**src/rtl/core/acos_pkg.sv**
```systemverilog
package acos_pkg;

    // Default widths for the top-level parameters
    localparam int STEP_INDEX_WIDTH_DEF = 10;
    localparam int TIMER_WIDTH_DEF      = 16;

    // Fixed field widths
    localparam int LIMIT_WIDTH     = 15;
    localparam int STEPS_WIDTH     = 10;
    localparam int PERIOD_WIDTH    = 8;
    localparam int WAIT_WIDTH      = 16;
    localparam int ANGLE_WIDTH     = 8;
    localparam int CURRENT_WIDTH   = 16;
    localparam int COMMAND_WIDTH   = 3;
    localparam int ACTION_WIDTH    = 2;
    localparam int ERROR_WIDTH     = 3;
    localparam int CFG_INDEX_WIDTH = 3;
    localparam int CFG_DATA_WIDTH  = 16;

    // Actions
    localparam logic [ACTION_WIDTH-1:0] ACT_COMMAND = 2'd0;
    localparam logic [ACTION_WIDTH-1:0] ACT_TICK    = 2'd1;
    localparam logic [ACTION_WIDTH-1:0] ACT_FAULT   = 2'd2;

    // Commands
    localparam logic [COMMAND_WIDTH-1:0] CMD_NONE       = 3'd0;
    localparam logic [COMMAND_WIDTH-1:0] CMD_GRIP_OPEN  = 3'd1;
    localparam logic [COMMAND_WIDTH-1:0] CMD_GRIP_CLOSE = 3'd2;
    localparam logic [COMMAND_WIDTH-1:0] CMD_FEED_OPEN  = 3'd3;
    localparam logic [COMMAND_WIDTH-1:0] CMD_FEED_CLOSE = 3'd4;
    localparam logic [COMMAND_WIDTH-1:0] CMD_STEP_DOWN  = 3'd5;
    localparam logic [COMMAND_WIDTH-1:0] CMD_STEP_UP    = 3'd6;

    // Error codes
    localparam logic [ERROR_WIDTH-1:0] ERR_OK      = 3'd0;
    localparam logic [ERROR_WIDTH-1:0] ERR_STEPPER = 3'd1;
    localparam logic [ERROR_WIDTH-1:0] ERR_GRIPPER = 3'd2;
    localparam logic [ERROR_WIDTH-1:0] ERR_FEEDER  = 3'd3;
    localparam logic [ERROR_WIDTH-1:0] ERR_SENSOR  = 3'd4;

    // Register indexes
    localparam logic [CFG_INDEX_WIDTH-1:0] REG_STEPPER_LIMIT = 3'd0;
    localparam logic [CFG_INDEX_WIDTH-1:0] REG_GRIPPER_LIMIT = 3'd1;
    localparam logic [CFG_INDEX_WIDTH-1:0] REG_FEEDER_LIMIT  = 3'd2;
    localparam logic [CFG_INDEX_WIDTH-1:0] REG_STEPS         = 3'd3;
    localparam logic [CFG_INDEX_WIDTH-1:0] REG_SAMPLE_EVERY  = 3'd4;
    localparam logic [CFG_INDEX_WIDTH-1:0] REG_STEP_PERIOD   = 3'd5;
    localparam logic [CFG_INDEX_WIDTH-1:0] REG_SETTLE        = 3'd6;
    localparam logic [CFG_INDEX_WIDTH-1:0] REG_RETRY         = 3'd7;

    // Servo angles in degrees
    localparam logic [ANGLE_WIDTH-1:0] GRIP_OPEN_DEG   = 8'd80;
    localparam logic [ANGLE_WIDTH-1:0] GRIP_CLOSED_DEG = 8'd10;
    localparam logic [ANGLE_WIDTH-1:0] FEED_OPEN_DEG   = 8'd70;
    localparam logic [ANGLE_WIDTH-1:0] FEED_CLOSED_DEG = 8'd10;

    typedef enum logic [1:0] {
        PH_IDLE,
        PH_SETTLE,
        PH_STEPPING,
        PH_RETRY
    } phase_t;

    typedef struct packed {
        logic [LIMIT_WIDTH-1:0]  stepper_limit;
        logic [LIMIT_WIDTH-1:0]  gripper_limit;
        logic [LIMIT_WIDTH-1:0]  feeder_limit;
        logic [STEPS_WIDTH-1:0]  steps_per_move;
        logic [STEPS_WIDTH-1:0]  sample_every;
        logic [PERIOD_WIDTH-1:0] step_period;
        logic [WAIT_WIDTH-1:0]   settle_ticks;
        logic [WAIT_WIDTH-1:0]   retry_ticks;
    } cfg_t;

    typedef struct packed {
        logic                   ack_valid;
        logic                   ack_ok;
        logic [ERROR_WIDTH-1:0] error_code;
        logic                   step_pulse;
        logic                   step_direction;
        logic                   driver_enable;
        logic [ANGLE_WIDTH-1:0] gripper_angle;
        logic [ANGLE_WIDTH-1:0] feeder_angle;
        logic                   busy_res;
        logic                   halted;
    } res_t;

endpackage

```
**src/rtl/core/actuator_overcurrent_sequencer_unit.sv**
```systemverilog
// Channel  | Direction | Handshake            | Beat contents
// s_axis   | in        | s_tvalid / s_tready  | tuser action, tdata command, sense_ma
// m_axis   | out       | m_tvalid / m_tready  | tdata one result per input beat
// cfg      | in        | cfg_valid / cfg_ready| cfg_index register, cfg_data value
//
// One input beat per clock while the result drains; each beat passes through the input
// register, then the sequencer update into the result register.
// The sequencer state advances in the same cycle its result is registered.
// Reset (rst_n low, asynchronous) restores the register defaults, idle phase,
// both servos closed at 10 degrees and clears the halt.
// A stalled m_tready holds the result; the input register still takes one more
// beat, then s_tready drops until the result drains. cfg_ready is always high.
module actuator_overcurrent_sequencer_unit
    import acos_pkg::*;
#(
    parameter int STEP_INDEX_WIDTH = STEP_INDEX_WIDTH_DEF,
    parameter int TIMER_WIDTH      = TIMER_WIDTH_DEF
)
(
    input  logic                       clk,
    input  logic                       rst_n,
    input  logic                       s_tvalid,
    output logic                       s_tready,
    // [2:0] command, [18:3] sense_ma, [23:19] zero
    input  logic [23:0]                s_tdata,
    // [1:0] action
    input  logic [ACTION_WIDTH-1:0]    s_tuser,
    output logic                       m_tvalid,
    input  logic                       m_tready,
    // [0] ack_valid, [1] ack_ok, [4:2] error_code, [5] step_pulse,
    // [6] step_direction, [7] driver_enable, [15:8] gripper_angle,
    // [23:16] feeder_angle, [24] busy_res, [25] halted, [31:26] zero
    output logic [31:0]                m_tdata,
    input  logic                       cfg_valid,
    output logic                       cfg_ready,
    input  logic [CFG_INDEX_WIDTH-1:0] cfg_index,
    input  logic [CFG_DATA_WIDTH-1:0]  cfg_data
);

    cfg_t                     cfg;
    res_t                     res;
    res_t                     res_reg;
    logic                     out_valid_reg;
    logic                     in_valid_reg;
    logic [ACTION_WIDTH-1:0]  action_reg;
    logic [COMMAND_WIDTH-1:0] command_reg;
    logic [CURRENT_WIDTH-1:0] current_reg;
    logic                     advance;
    logic                     fire;

    assign cfg_ready = 1'b1;

    // Move the result register whenever it is empty or being drained
    assign advance  = !out_valid_reg || m_tready;
    assign fire     = in_valid_reg && advance;
    assign s_tready = !in_valid_reg || advance;

    acos_cfg u_cfg
    (
        .clk      (clk),
        .rst_n    (rst_n),
        .wr_en    (cfg_valid && cfg_ready),
        .wr_index (cfg_index),
        .wr_data  (cfg_data),
        .cfg      (cfg)
    );

    acos_seq
    #(
        .STEP_INDEX_WIDTH (STEP_INDEX_WIDTH),
        .TIMER_WIDTH      (TIMER_WIDTH)
    )
    u_seq
    (
        .clk      (clk),
        .rst_n    (rst_n),
        .fire     (fire),
        .action   (action_reg),
        .command  (command_reg),
        .sense_ma (current_reg),
        .cfg      (cfg),
        .res      (res)
    );

    // Input register: capture a beat whenever there is room
    always_ff @(posedge clk or negedge rst_n)
    begin
        if (!rst_n)
            in_valid_reg <= 1'b0;
        else if (s_tready)
            in_valid_reg <= s_tvalid;
    end

    always_ff @(posedge clk)
    begin
        if (s_tready && s_tvalid)
        begin
            action_reg  <= s_tuser;
            command_reg <= s_tdata[2:0];
            current_reg <= s_tdata[18:3];
        end
    end

    // Result register: load the sequencer output as the item retires
    always_ff @(posedge clk or negedge rst_n)
    begin
        if (!rst_n)
            out_valid_reg <= 1'b0;
        else if (advance)
            out_valid_reg <= in_valid_reg;
    end

    always_ff @(posedge clk)
    begin
        if (fire)
            res_reg <= res;
    end

    assign m_tvalid = out_valid_reg;
    assign m_tdata  = {6'd0,
                       res_reg.halted,
                       res_reg.busy_res,
                       res_reg.feeder_angle,
                       res_reg.gripper_angle,
                       res_reg.driver_enable,
                       res_reg.step_direction,
                       res_reg.step_pulse,
                       res_reg.error_code,
                       res_reg.ack_ok,
                       res_reg.ack_valid};

endmodule

```
**src/rtl/core/acos_cfg.sv**
```systemverilog
module acos_cfg
    import acos_pkg::*;
(
    input  logic                       clk,
    input  logic                       rst_n,
    input  logic                       wr_en,
    input  logic [CFG_INDEX_WIDTH-1:0] wr_index,
    input  logic [CFG_DATA_WIDTH-1:0]  wr_data,
    output cfg_t                       cfg
);

    cfg_t cfg_reg;

    always_ff @(posedge clk or negedge rst_n)
    begin
        if (!rst_n)
        begin
            cfg_reg.stepper_limit  <= 15'd1500;
            cfg_reg.gripper_limit  <= 15'd800;
            cfg_reg.feeder_limit   <= 15'd800;
            cfg_reg.steps_per_move <= 10'd400;
            cfg_reg.sample_every   <= 10'd20;
            cfg_reg.step_period    <= 8'd16;
            cfg_reg.settle_ticks   <= 16'd3000;
            cfg_reg.retry_ticks    <= 16'd5000;
        end
        else if (wr_en)
        begin
            unique case (wr_index)
                REG_STEPPER_LIMIT: cfg_reg.stepper_limit  <= wr_data[LIMIT_WIDTH-1:0];
                REG_GRIPPER_LIMIT: cfg_reg.gripper_limit  <= wr_data[LIMIT_WIDTH-1:0];
                REG_FEEDER_LIMIT:  cfg_reg.feeder_limit   <= wr_data[LIMIT_WIDTH-1:0];
                REG_STEPS:         cfg_reg.steps_per_move <= wr_data[STEPS_WIDTH-1:0];
                REG_SAMPLE_EVERY:  cfg_reg.sample_every   <= wr_data[STEPS_WIDTH-1:0];
                REG_STEP_PERIOD:   cfg_reg.step_period    <= wr_data[PERIOD_WIDTH-1:0];
                REG_SETTLE:        cfg_reg.settle_ticks   <= wr_data;
                REG_RETRY:         cfg_reg.retry_ticks    <= wr_data;
                default:           cfg_reg.retry_ticks    <= cfg_reg.retry_ticks;
            endcase
        end
    end

    assign cfg = cfg_reg;

endmodule

```
**src/rtl/core/acos_seq.sv**
```systemverilog
module acos_seq
    import acos_pkg::*;
#(
    parameter int STEP_INDEX_WIDTH = STEP_INDEX_WIDTH_DEF,
    parameter int TIMER_WIDTH      = TIMER_WIDTH_DEF
)
(
    input  logic                     clk,
    input  logic                     rst_n,
    input  logic                     fire,
    input  logic [ACTION_WIDTH-1:0]  action,
    input  logic [COMMAND_WIDTH-1:0] command,
    input  logic [CURRENT_WIDTH-1:0] sense_ma,
    input  cfg_t                     cfg,
    output res_t                     res
);

    localparam int CW = (STEP_INDEX_WIDTH > STEPS_WIDTH) ? STEP_INDEX_WIDTH : STEPS_WIDTH;
    localparam logic [CW-1:0] STEP_MAX =
        CW'((33'd1 << STEP_INDEX_WIDTH) - 33'd1);
    localparam logic [32:0] TIMER_MAX = (33'd1 << TIMER_WIDTH) - 33'd1;

    phase_t                      phase_reg, phase_next;
    logic [COMMAND_WIDTH-1:0]    cmd_reg, cmd_next;
    logic                        retry_reg, retry_next;
    logic [STEP_INDEX_WIDTH-1:0] step_reg, step_next;
    logic [STEPS_WIDTH-1:0]      sample_reg, sample_next;
    logic [TIMER_WIDTH-1:0]      timer_reg, timer_next;
    logic                        halted_reg, halted_next;
    logic [ANGLE_WIDTH-1:0]      grip_reg, grip_next;
    logic [ANGLE_WIDTH-1:0]      feed_reg, feed_next;

    logic [PERIOD_WIDTH-1:0]     period;
    logic [STEPS_WIDTH-1:0]      every;
    logic [STEPS_WIDTH-1:0]      spm;
    logic [CW-1:0]               move_steps;
    logic [TIMER_WIDTH:0]        timer_inc;
    logic [STEPS_WIDTH:0]        sample_inc;
    logic [STEP_INDEX_WIDTH-1:0] step_inc;
    logic [LIMIT_WIDTH-1:0]      limit;
    logic [ERROR_WIDTH-1:0]      err_of_cmd;
    logic                        over_limit;
    logic                        over_stepper;
    logic                        do_launch;
    logic                        do_oc;
    logic                        ack_v;
    logic                        ack_ok;
    logic [ERROR_WIDTH-1:0]      err;

    function automatic logic [TIMER_WIDTH-1:0] cap_timer(input logic [WAIT_WIDTH-1:0] v);
        if ({17'd0, v} > TIMER_MAX)
            return TIMER_MAX[TIMER_WIDTH-1:0];
        else
            return TIMER_WIDTH'(v);
    endfunction

    function automatic logic is_stepper(input logic [COMMAND_WIDTH-1:0] c);
        return (c == CMD_STEP_DOWN) || (c == CMD_STEP_UP);
    endfunction

    function automatic logic is_gripper(input logic [COMMAND_WIDTH-1:0] c);
        return (c == CMD_GRIP_OPEN) || (c == CMD_GRIP_CLOSE);
    endfunction

    // Clamp degenerate register values
    assign period     = (cfg.step_period < 8'd2) ? 8'd2 : cfg.step_period;
    assign every      = (cfg.sample_every == '0) ? 10'd1 : cfg.sample_every;
    assign spm        = (cfg.steps_per_move == '0) ? 10'd1 : cfg.steps_per_move;
    assign move_steps = (CW'(spm) > STEP_MAX) ? STEP_MAX : CW'(spm);

    assign timer_inc  = {1'b0, timer_reg} + (TIMER_WIDTH+1)'(1);
    assign sample_inc = {1'b0, sample_reg} + 11'd1;
    assign step_inc   = step_reg + STEP_INDEX_WIDTH'(1);

    always_comb
    begin
        if (is_stepper(cmd_reg))
        begin
            limit      = cfg.stepper_limit;
            err_of_cmd = ERR_STEPPER;
        end
        else if (is_gripper(cmd_reg))
        begin
            limit      = cfg.gripper_limit;
            err_of_cmd = ERR_GRIPPER;
        end
        else
        begin
            limit      = cfg.feeder_limit;
            err_of_cmd = ERR_FEEDER;
        end
    end

    assign over_limit   = $signed(sense_ma) > $signed({1'b0, limit});
    assign over_stepper = $signed(sense_ma) > $signed({1'b0, cfg.stepper_limit});

    always_comb
    begin
        phase_next  = phase_reg;
        cmd_next    = cmd_reg;
        retry_next  = retry_reg;
        step_next   = step_reg;
        sample_next = sample_reg;
        timer_next  = timer_reg;
        halted_next = halted_reg;
        grip_next   = grip_reg;
        feed_next   = feed_reg;
        do_launch   = 1'b0;
        do_oc       = 1'b0;
        ack_v       = 1'b0;
        ack_ok      = 1'b0;
        err         = ERR_OK;

        unique case (action)
            ACT_COMMAND:
            begin
                if (phase_reg == PH_IDLE && !halted_reg &&
                    command != CMD_NONE && command <= CMD_STEP_UP)
                begin
                    cmd_next   = command;
                    retry_next = 1'b0;
                    do_launch  = 1'b1;
                end
            end
            ACT_TICK:
            begin
                unique case (phase_reg)
                    PH_SETTLE:
                    begin
                        if (timer_reg != '0)
                            timer_next = timer_reg - TIMER_WIDTH'(1);
                        else if (over_limit)
                            do_oc = 1'b1;
                        else
                        begin
                            phase_next = PH_IDLE;
                            ack_v      = 1'b1;
                            ack_ok     = 1'b1;
                        end
                    end
                    PH_STEPPING:
                    begin
                        if (timer_inc >= (TIMER_WIDTH+1)'(period))
                        begin
                            if (sample_reg == '0 && over_stepper)
                                do_oc = 1'b1;
                            else
                            begin
                                step_next   = step_inc;
                                timer_next  = '0;
                                sample_next = (sample_inc >= {1'b0, every}) ?
                                              '0 : sample_inc[STEPS_WIDTH-1:0];
                                if (CW'(step_inc) >= move_steps)
                                    phase_next = PH_SETTLE;
                            end
                        end
                        else
                            timer_next = timer_inc[TIMER_WIDTH-1:0];
                    end
                    PH_RETRY:
                    begin
                        if (timer_reg != '0)
                            timer_next = timer_reg - TIMER_WIDTH'(1);
                        else
                            do_launch = 1'b1;
                    end
                    PH_IDLE:
                    begin
                        phase_next = PH_IDLE;
                    end
                    default:
                    begin
                        phase_next = PH_IDLE;
                    end
                endcase
            end
            ACT_FAULT:
            begin
                if (!halted_reg)
                begin
                    ack_v       = (phase_reg != PH_IDLE);
                    halted_next = 1'b1;
                    phase_next  = PH_IDLE;
                    err         = ERR_SENSOR;
                end
            end
            default:
            begin
                phase_next = phase_reg;
            end
        endcase

        // Restart the command from its first step
        if (do_launch)
        begin
            if (is_stepper(cmd_next))
            begin
                phase_next  = PH_STEPPING;
                step_next   = '0;
                sample_next = '0;
                timer_next  = '0;
            end
            else
            begin
                unique case (cmd_next)
                    CMD_GRIP_OPEN:  grip_next = GRIP_OPEN_DEG;
                    CMD_GRIP_CLOSE: grip_next = GRIP_CLOSED_DEG;
                    CMD_FEED_OPEN:  feed_next = FEED_OPEN_DEG;
                    default:        feed_next = FEED_CLOSED_DEG;
                endcase
                phase_next = PH_SETTLE;
                timer_next = cap_timer(cfg.settle_ticks);
            end
        end

        // Stop the motor: pause and retry once, then halt
        if (do_oc)
        begin
            if (!retry_reg)
            begin
                retry_next = 1'b1;
                phase_next = PH_RETRY;
                timer_next = cap_timer(cfg.retry_ticks);
            end
            else
            begin
                halted_next = 1'b1;
                phase_next  = PH_IDLE;
                ack_v       = 1'b1;
                err         = err_of_cmd;
            end
        end
    end

    always_ff @(posedge clk or negedge rst_n)
    begin
        if (!rst_n)
        begin
            phase_reg  <= PH_IDLE;
            cmd_reg    <= CMD_NONE;
            retry_reg  <= 1'b0;
            step_reg   <= '0;
            sample_reg <= '0;
            timer_reg  <= '0;
            halted_reg <= 1'b0;
            grip_reg   <= GRIP_CLOSED_DEG;
            feed_reg   <= FEED_CLOSED_DEG;
        end
        else if (fire)
        begin
            phase_reg  <= phase_next;
            cmd_reg    <= cmd_next;
            retry_reg  <= retry_next;
            step_reg   <= step_next;
            sample_reg <= sample_next;
            timer_reg  <= timer_next;
            halted_reg <= halted_next;
            grip_reg   <= grip_next;
            feed_reg   <= feed_next;
        end
    end

    // Report the state after the item
    always_comb
    begin
        res.ack_valid      = ack_v;
        res.ack_ok         = ack_ok;
        res.error_code     = err;
        res.step_pulse     = (phase_next == PH_STEPPING) &&
                             ({1'b0, timer_next} < (TIMER_WIDTH+1)'(period >> 1));
        res.step_direction = (cmd_next == CMD_STEP_DOWN);
        res.driver_enable  = (phase_next == PH_STEPPING);
        res.gripper_angle  = grip_next;
        res.feeder_angle   = feed_next;
        res.busy_res       = (phase_next != PH_IDLE);
        res.halted         = halted_next;
    end

endmodule

```
**config.mk**
```make
export PLATFORM = sky130hd
export DESIGN_NAME = actuator_overcurrent_sequencer_unit
export DESIGN_NICKNAME = d
export VERILOG_FILES = /design/src/rtl/core/acos_pkg.sv /design/src/rtl/core/actuator_overcurrent_sequencer_unit.sv /design/src/rtl/core/acos_cfg.sv /design/src/rtl/core/acos_seq.sv
export SDC_FILE = /design/constraint.sdc
export NUM_CORES = 1
export LEC_CHECK = 0
export BUFFER_PORTS_ARGS = -buffer_cell sky130_fd_sc_hd__buf_2
export CORE_ASPECT_RATIO = 0.6
export CORE_MARGIN = 4
export CORE_UTILIZATION = 50
export CTS_BUF_LIST = sky130_fd_sc_hd__clkbuf_4 sky130_fd_sc_hd__clkbuf_8 sky130_fd_sc_hd__clkbuf_16
export CTS_CLUSTER_DIAMETER = 50
export DETAILED_ROUTE_END_ITERATION = 10
export PLACE_DENSITY = 0.68
export SLEW_MARGIN = 0
export SYNTH_ARGS = -nofsm -noshare
export SYNTH_HDL_FRONTEND = slang
export SYNTH_SLANG_ARGS = --single-unit
export TNS_END_PERCENT = 30
```
**constraint.sdc**
```tcl
create_clock -name clk -period 9.2 [get_ports clk]
set_clock_uncertainty 0.2 [all_clocks]
set_input_delay 1.38 -clock clk [delete_from_list [all_inputs] [get_ports clk]]
set_output_delay 1.38 -clock clk [all_outputs]
set_load 0.02 [all_outputs]
```
==> results of run 1 <==
## how the worst min path moves through the flow
stage                                   from                             to  slack [ps]  cells past startpoint
5_1_grt        u_seq.grip_reg[4]$_DFFE_PN0P_  u_seq.grip_reg[4]$_DFFE_PN0P_         300                      2
6_report       u_seq.grip_reg[6]$_DFFE_PN0P_  u_seq.grip_reg[6]$_DFFE_PN0P_         280                      2
3_5_place_dp   u_seq.feed_reg[7]$_DFFE_PN0P_  u_seq.feed_reg[7]$_DFFE_PN0P_         260                      1
3_3_place_gp   u_seq.grip_reg[4]$_DFFE_PN0P_  u_seq.grip_reg[4]$_DFFE_PN0P_         260                      2
2_1_floorplan  u_seq.feed_reg[0]$_DFFE_PN0P_  u_seq.feed_reg[0]$_DFFE_PN0P_         240                      1
4_1_cts        u_seq.grip_reg[4]$_DFFE_PN0P_  u_seq.grip_reg[4]$_DFFE_PN0P_         280                      2
## synthesized netlist by cell type, drive strengths merged (17+ instances only)
cell	number	area share
dfrtp	131	0.27
nand2	118	0.037
o21ai	103	0.042
mux2	91	0.084
ha	76	0.078
nor2	71	0.022
a21oi	65	0.027
inv	62	0.019
clkbuf	47	0.015
edfxtp	47	0.12
dfstp	35	0.075
nand3	30	0.013
nor3	24	0.011
buf	21	0.011
and2	20	0.010
a21o	18	0.011
mux2i	18	0.015
nor2b	17	0.0089
## routing by layer
metal	global-route usage	vias to the layer above
met5	0.01897	-
met4	0.04103	2
met3	0.07017	46
met2	0.3157	366
met1	0.3671	4530
li1	-	4485
## cell type report
cell class | instances | area, sq um
clock buffer | 29 | 639.4
fill | 2068 | 10010
multi-input combinational | 875 | 6111
timing repair buffer | 81 | 434.2
inverter | 62 | 232.7
clock inverter | 11 | 136.4
sequential | 213 | 5609
tap | 315 | 394.1
## per-stage QoR
step                setup WS [ps]  utilization  hold WS (ps)
floorplan                    4512            -         244.2
global placement             3555       0.5424         258.2
detailed placement           3474       0.5424         262.5
CTS                          3417       0.5753         282.4
global route                 3035       0.5753         296.2
finish                       3282       0.5753         281.1
## kinds of logic after synthesis
kind of cell,count (synthesis)
AOI/OAI and AO/OA,292
xor gates and xnor gates,20
adders and majority gates,76
buffers and inverters,130
DFF,213
muxes,109
other,2
and+or+nand+nor,371
## worst max-delay path, stage by stage, from the launching register on
cell,delay (ps)
dfrtp_1,1060
mux2i_1,270
nor2_1,60
a21oi_1,140
ha_1,260
and4_1,230
and2_1,190
a311oi_1,620
o2111ai_1,370
a211o_1,660
a31oi_1,360
ha_1,310
a21o_1,160
a21oi_1,270
nand3_1,130
nor4_2,380
## power groups by stage
stage | combinational (mW) | clock (mW) | sequential, mW
floorplan | 1.01 | 0 | 1.32
global placement | 1.26 | 0 | 1.40
detailed placement | 1.29 | 0 | 1.40
CTS | 1.30 | 0.966 | 1.39
global route | 1.48 | 1.01 | 1.42
finish | 1.33 | 0.946 | 1.40
==> reports/results.ini, run 1 <==
[status]
status=finished clean

[clocking]
cts_num_sinks=213
h-tree-depth=1
cts_tree=done
cts_resized=0
cts_inserted_buffers=22
cts_hold_buf=0
postCtsSetupRepairBufs=0
cts.reportedPaths.clkPinSlew_ps=60
worstSkewPairLatency_ps=540
root_buffer=clkbuf_16
clock_path_buffers=3

[layout]
final_common_cell=dfrtp_1
final_cell_mix=dfrtp_1 (131), nand2_1 (117), o21ai_0 (97)
drive_above_1_share=0.2101
design_area_sq_mm=0.01356
antenna_cells=0
largest_reg_flops=105
fin_nets=1381
instances_no_fill=1586
area_growth_pct=10.90

[power]
p_per_area_mw_per_mm2=270.5
power_switching_share=0.3810
p_clk_frac=0.258
switchingPower_mw=1.397
power_mw=3.667
p_int_mw=2.270
comb_power_share=0.361
vdd_drop_max_mv=0.1786
seq_power_share=0.381
p_leak_nw=5.954

[synth]
yosys-mux-area-fraction=0.09857
synth_area_sq_mm=0.01222
synth_simple_gate_area_frac=0.1521
synth_edf_count=47
async_reset_ff_frac=0.7793
synth_top_family_by_area=compound AO/OA/AOI/OAI gates
synth_fa_ha_area_frac=0.07779
syn_area_per_cell_sq_um=10.08
yosysWarningCount=0
synth-compound-area-share=0.1535
synthXorXnorAreaFrac=0.01433
ys_seq_area_frac=0.4589
yosys_register_bits=213
synth.distinct_cells=81
synthFlopType=dfrtp_1
synthCells=1213

[global_route]
globalRoute.totalOverflow=0
grtUsageTotal=0.2327
grt_first_pass_wirelength_mm=50.06
antenna_found_initial=0
grt_pass1_vias=8929
grt_max_degree=101

[sta]
drv_slew=0
hold_viol_final=0
worst_pin_slew_ps=1181
rsz0062_at_grt=false
clock.fmax_ghz=0.1690
fin_crit_ps=5918
min_period_over_period=0.6433
setup_tns_ps=0
setup_viol=0
slew_headroom=0.2085

[run]
maxCapViolCount=0

[worst_setup_path]
crit_fanout=19
worstSetupPathType=register to register
crit_arrival_ps=6030
worstReg2RegStart=u_seq.cmd_reg[2]$_DFFE_PN0P_
reg2regPathDepth=15
start_kind=register
r2r_end=m_tdata[5]$_DFFE_PP_
endpoint_kind=register
worstPathRequired_ps=9310
critPathLaunch=u_seq.cmd_reg[2]$_DFFE_PN0P_
cp-endpoint=m_tdata[5]$_DFFE_PP_
r2r_setup_slack_ps=3280

[hold_path]
min_path_type=register to register

[routing]
wl_met1_mm=15.61
top_layer=met5
drt-pass1-iter-count=6
drt_iter0_drc=892
wl_met2_mm=12.32
viasPerCell=5.945
wirelength_mm=31.54
vias=9429
wl_per_cell_microns=19.88
ant_nets=0
drc_errors=0
wl_met3_mm=3.029

[placed_design]
dpl_cell_area_sq_mm=0.01278
place_congestion=0.9542
hpwl_mm=22.75
portBuffers=72
dp_cells=1546

[die]
io_pins=85
core_sq_mm=0.02357
die_w_microns=209.9
initial_utilization=0.5187
fp.dieH_microns=129.1
rows=43
die_area_sq_mm=0.02710

Note: power is estimated with default switching activity, not from simulation.
==> run 2: changes to the inputs <==
==> constraint.sdc (replaced) <==
create_clock -name clk -period 5.5 [get_ports clk]
set_clock_uncertainty 0.2 [all_clocks]
set_input_delay 0.825 -clock clk [delete_from_list [all_inputs] [get_ports clk]]
set_output_delay 0.825 -clock clk [all_outputs]
set_load 0.02 [all_outputs]
==> run 2 against run 1 <==
Net effect:
- highest routed layer is now met4
- largest cell class unchanged
- core utilization is 0.55 points higher
- routed wire length is 0.90% higher
- register-to-register slack worse by 3000 ps
==> reports/results.ini, run 2 (synthesis results as in run 1) <==
[status]
status=finished clean

[sta]
worst_pin_slew_ps=1123
setup_viol=0
hold_viol_final=0
setup_tns_ps=0
final.setup.worst_slack_ps=258.5
fin_crit_ps=5242
clock.fmax_ghz=0.1908
holdWs_ps=112.0
slew_headroom=0.2489
drv_slew=0
rsz0062_at_grt=false
min_period_over_period=0.9530

[power]
p_per_area_mw_per_mm2=448.0
vdd_drop_max_mv=0.2672
p_leak_nw=6.050

[layout]
final_cell_mix=dfrtp_1 (131), nand2_1 (117), o21ai_0 (97)
drive_above_1_share=0.2231
largest_reg_flops=105
antenna_cells=0
instances_no_fill=1606
area_growth_pct=11.95
final_common_cell=dfrtp_1
fin_nets=1402

[worst_setup_path]
worstSetupPathType=register to register
crit_fanout=9
cp.buffers_inverters=2
endpoint_kind=register
cp_top_family=compound AO/OA/AOI/OAI gates
crit_chain=inv_1 -> nor3_1 -> nand2_1 -> xor2_1 -> inv_1 -> ha_1 -> o21ai_0 -> nor2_1 -> o31a_1 -> o311a_1 -> o21ai_0 -> a21oi_1 -> o21ai_0 -> a31oi_1 -> ha_1 -> a21o_1 -> a21oi_1 -> nand3_1 -> nor4_2
crit_arrival_ps=5330
start_kind=register
path_common_cell=o21ai_0
slowest_stage=dfrtp_1
worstPathRequired_ps=5590
max_stage_delay_ps=520

[clocking]
cts.reportedPaths.clkPinSlew_ps=70
root_buffer=clkbuf_16
cts_num_sinks=213
worstSkewPairLatency_ps=510
cts_tree=done
clock_path_buffers=3
h-tree-depth=1
cts_inserted_buffers=21
cts_hold_buf=0

[routing]
drt-pass1-iter-count=5
vias=9539
drt_iter0_drc=1003
wl_per_cell_microns=19.81
drc_errors=0
ant_nets=0
wirelength_mm=31.82
viasPerCell=5.940

[global_route]
grt_pass1_vias=9018
grt_first_pass_wirelength_mm=50.45
globalRoute.totalOverflow=0
grtUsageTotal=0.2321
antenna_found_initial=1
grt_max_degree=76

[die]
io_pins=85
fp.dieH_microns=129.1
die_w_microns=209.9
die_area_sq_mm=0.02710
rows=43
core_sq_mm=0.02357
initial_utilization=0.5187

[hold_path]
min_path_type=primary input to async pin

[placed_design]
dp_cells=1566
place_congestion=0.9402
dpl_worst_slack_ps=287.1
portBuffers=72
hpwl_mm=23.30

[run]
maxCapViolCount=0

-- run 2: cell count changes in the layout (fill, tap and decap cells not counted) --
cell,before,now
inv_6,3,2
buf_4,9,31
clkinv_4,2,3
xnor2_2,0,1
bufinv_16,2,3
clkbuf_4,3,4
clkbuf_16,23,21
clkinv_2,2,3
clkbuf_8,3,2
clkinv_8,1,0
inv_4,1,0
xnor2_1,9,8
-- run 2: cell type report --
| cell class | instances | area (sq um) |
|---|---|---|
| fill | 2026 | 9879 |
| clock inverter | 11 | 148.9 |
| sequential | 213 | 5609 |
| timing repair buffer | 103 | 599.3 |
| multi-input combinational | 875 | 6118 |
| inverter | 62 | 232.7 |
| clock buffer | 27 | 583.1 |
| tap | 315 | 394.1 |
-- run 2: layer usage --
metal | GRT usage | share of wire | vias up
li1 | - | - | 4518
met2 | 0.3136 | 0.39 | 374
met1 | 0.3856 | 0.50 | 4618
met3 | 0.04936 | 0.096 | 29
met5 | 0 | 0 | -
met4 | 0.03221 | 0.0099 | 0
-- run 2: path summary, 6_finish.rpt --
kind | startpoint | end | slack [ps] | cells past startpoint
setup / recovery | u_seq.timer_reg[0]$_DFFE_PN0P_ | m_tdata[5]$_DFFE_PP_ | 260 | 19
hold / removal | rst_n | u_seq.sample_reg[0]$_DFFE_PN0P_ | 110 | 1
setup reg to reg | u_seq.timer_reg[0]$_DFFE_PN0P_ | m_tdata[5]$_DFFE_PP_ | 260 | 19
hold reg to reg | u_seq.feed_reg[2]$_DFFE_PN0P_ | u_seq.feed_reg[2]$_DFFE_PN0P_ | 280 | 1
max in group asynchronous | rst_n | u_seq.step_reg[4]$_DFFE_PN0P_ | 3810 | 2
min in group clk | s_tdata[10] | current_reg[7]$_DFFE_PP_ | 280 | 1
-- run 2: repair_timing --
action / CTS / global route
buffers inserted: 0 / 2
endpoints found under the setup margin: 0 / 1
gates resized for setup: 0 / 1
-- run 2: worst reg2reg max path, cell delays in order (launching register included) --
cell,delay (ps)
dfrtp_1,520
inv_1,180
nor3_1,320
nand2_1,110
xor2_1,180
inv_1,70
ha_1,300
o21ai_0,180
nor2_1,70
o31a_1,360
o311a_1,380
o21ai_0,300
a21oi_1,100
o21ai_0,300
a31oi_1,170
ha_1,330
a21o_1,160
a21oi_1,280
nand3_1,140
nor4_2,380
-- run 2: report_power, final --
part           internal [mW]  leakage (nW)  switching [mW]  total, mW
sequential              1.99          2.47           0.304       2.30
combinational          0.925          3.22            1.39       2.31
clock                  0.900         0.367           0.622       1.52
-- run 2: stage by stage --
stage	util	instance area, sq um	total power [mW]
floorplan	-	12240	3.896
global placement	0.5487	12930	4.511
detailed placement	0.5487	12930	4.573
CTS	0.5798	13660	6.111
global route	0.5808	13690	6.532
finish	0.5808	13690	6.132
==> run 3: changes to the inputs <==
--- a/config.mk
+++ b/config.mk
@@ -7,7 +7,6 @@
 export LEC_CHECK = 0
 export BUFFER_PORTS_ARGS = -buffer_cell sky130_fd_sc_hd__buf_2
 export CORE_ASPECT_RATIO = 0.6
-export CORE_MARGIN = 4
 export CORE_UTILIZATION = 50
 export CTS_BUF_LIST = sky130_fd_sc_hd__clkbuf_4 sky130_fd_sc_hd__clkbuf_8 sky130_fd_sc_hd__clkbuf_16
 export CTS_CLUSTER_DIAMETER = 50
==> run 3 against run 2 <==
Net effect:
- non-clock buffer count up 2
- die area down 7.4%
- count of clock-buffer cells in the layout up 2
- routed wire length down 0.48%
- flip-flop and latch count unchanged
- critical endpoint unchanged
==> reports/results.ini, run 3 (synthesis results as in run 1) <==
[clocking]
cts_inserted_buffers=23
root_buffer=clkbuf_16
postCtsSetupRepairBufs=0
cts_resized=0
cts_num_sinks=213
clock_path_buffers=3
cts.reportedPaths.clkPinSlew_ps=70
cts_hold_buf=0
cts_tree=done
h-tree-depth=1
worstSkewPairLatency_ps=550

[global_route]
grt_pass1_vias=8772
grt_max_degree=61
globalRoute.totalOverflow=0
grt_first_pass_wirelength_mm=49.58
antenna_found_initial=0
grtUsageTotal=0.2571

[placed_design]
hpwl_mm=22.96
dpl_cell_area_sq_mm=0.01296
portBuffers=72
dpl_worst_slack_ps=235.2
place_congestion=0.9988
dp_cells=1570

[layout]
largest_reg_flops=105
final_cell_mix=dfrtp_1 (129), nand2_1 (117), o21ai_0 (97)
area_growth_pct=12.72
design_area_sq_mm=0.01378
fill_cells=2036
utilization=0.5847
instances_no_fill=1612
antenna_cells=0
final_common_cell=dfrtp_1
fin_nets=1406
drive_above_1_share=0.2267

[sta]
hold_viol_final=0
final.setup.worst_slack_ps=344.5
holdWs_ps=65.09
setup_tns_ps=0
rsz0062_at_grt=false
worst_pin_slew_ps=1086
setup_viol=0
min_period_over_period=0.9374
fin_crit_ps=5156
clock.fmax_ghz=0.1940
slew_headroom=0.2721
drv_slew=0

[worst_setup_path]
crit_arrival_ps=5280
endpoint_kind=register
worstPathRequired_ps=5620
crit_fanout=16
worstSetupPathType=register to register
start_kind=register
reg2regPathDepth=19

[hold_path]
min_path_type=primary input to async pin

[routing]
viasPerCell=5.872
ant_nets=0
wl_per_cell_microns=19.64
drt-pass1-iter-count=6
drt_iter0_drc=830
wirelength_mm=31.67
vias=9465
drc_errors=0

[die]
rows=43
die_area_sq_mm=0.02510
initial_utilization=0.5187
io_pins=85
fp.dieH_microns=123.1
die_w_microns=203.9
core_sq_mm=0.02357

[power]
seq_power_share=0.366
p_int_mw=3.906
vdd_drop_max_mv=0.3107
p_leak_nw=6.081
power_switching_share=0.3795
switchingPower_mw=2.390
comb_power_share=0.373
power_mw=6.296
p_clk_frac=0.262
p_per_area_mw_per_mm2=456.9

[run]
maxCapViolCount=0

[status]
status=finished clean

-- run 3: cell count changes in the layout (fill, tap and decap cells not counted), moves of 2 or more --
| cell | change |
|---|---|
| clkinv_1 | +3 |
| clkbuf_16 | +2 |
| dfrtp_2 | +2 |
| buf_4 | +2 |
| dfrtp_1 | -2 |
| clkinv_4 | -3 |
-- run 3: cell type report --
| type | instances | area [sq um] | area share |
|---|---|---|---|
| Clock buffer | 29 | 633.1 | 0.04595 |
| Clock inverter | 13 | 166.4 | 0.01208 |
| Inverter | 62 | 232.7 | 0.01689 |
| Multi-Input combinational cell | 875 | 6127 | 0.4447 |
| Sequential cell | 213 | 5612 | 0.4072 |
| Tap cell | 315 | 394.1 | 0.02860 |
| Timing Repair Buffer | 105 | 614.3 | 0.04458 |
-- run 3: power groups by stage --
stage	logic, mW	registers, mW	clock network, mW
6_report	2.35	2.30	1.65
5_1_grt	2.60	2.35	1.74
4_1_cts	2.29	2.29	1.68
3_5_place_dp	2.27	2.32	0
3_3_place_gp	2.23	2.30	0
2_1_floorplan	1.68	2.21	0
-- run 3: path summary, 6_finish.rpt --
check                                              startpoint                               to  slack [ps]
min in group clk                                   s_tdata[5]         current_reg[2]$_DFFE_PP_         250
worst min register to register  u_seq.grip_reg[6]$_DFFE_PN0P_    u_seq.grip_reg[6]$_DFFE_PN0P_         280
worst min-delay path                                    rst_n  u_seq.timer_reg[13]$_DFFE_PN0P_          70
worst max-delay path             u_seq.cmd_reg[2]$_DFFE_PN0P_             m_tdata[5]$_DFFE_PP_         340
max in group asynchronous                               rst_n   u_seq.timer_reg[1]$_DFFE_PN0P_        3870
worst max register to register   u_seq.cmd_reg[2]$_DFFE_PN0P_             m_tdata[5]$_DFFE_PP_         340
-- run 3: per-layer routing --
layer  track usage  vias to the layer above  part of all wire
li1              -                     4529                 -
met1        0.4173                     4583              0.52
met2        0.3367                      313              0.38
met3       0.06247                       40             0.088
met4       0.04934                        0             0.015
met5             0                        -                 0
-- run 3: worst max-delay path: stages, from the launching register on --
cell       delay (ps)
dfrtp_1           910
buf_4             280
mux2i_1           180
nor2_1             50
a21oi_1           160
ha_1              280
nand4_1           120
nor2_1             70
a311oi_1          310
buf_4             200
o2111ai_1         150
a211o_1           470
buf_4             230
nor2_1            130
nor2_1             60
ha_1              190
a21o_1            170
a21oi_1           230
nand3_1           160
nor4_4            380
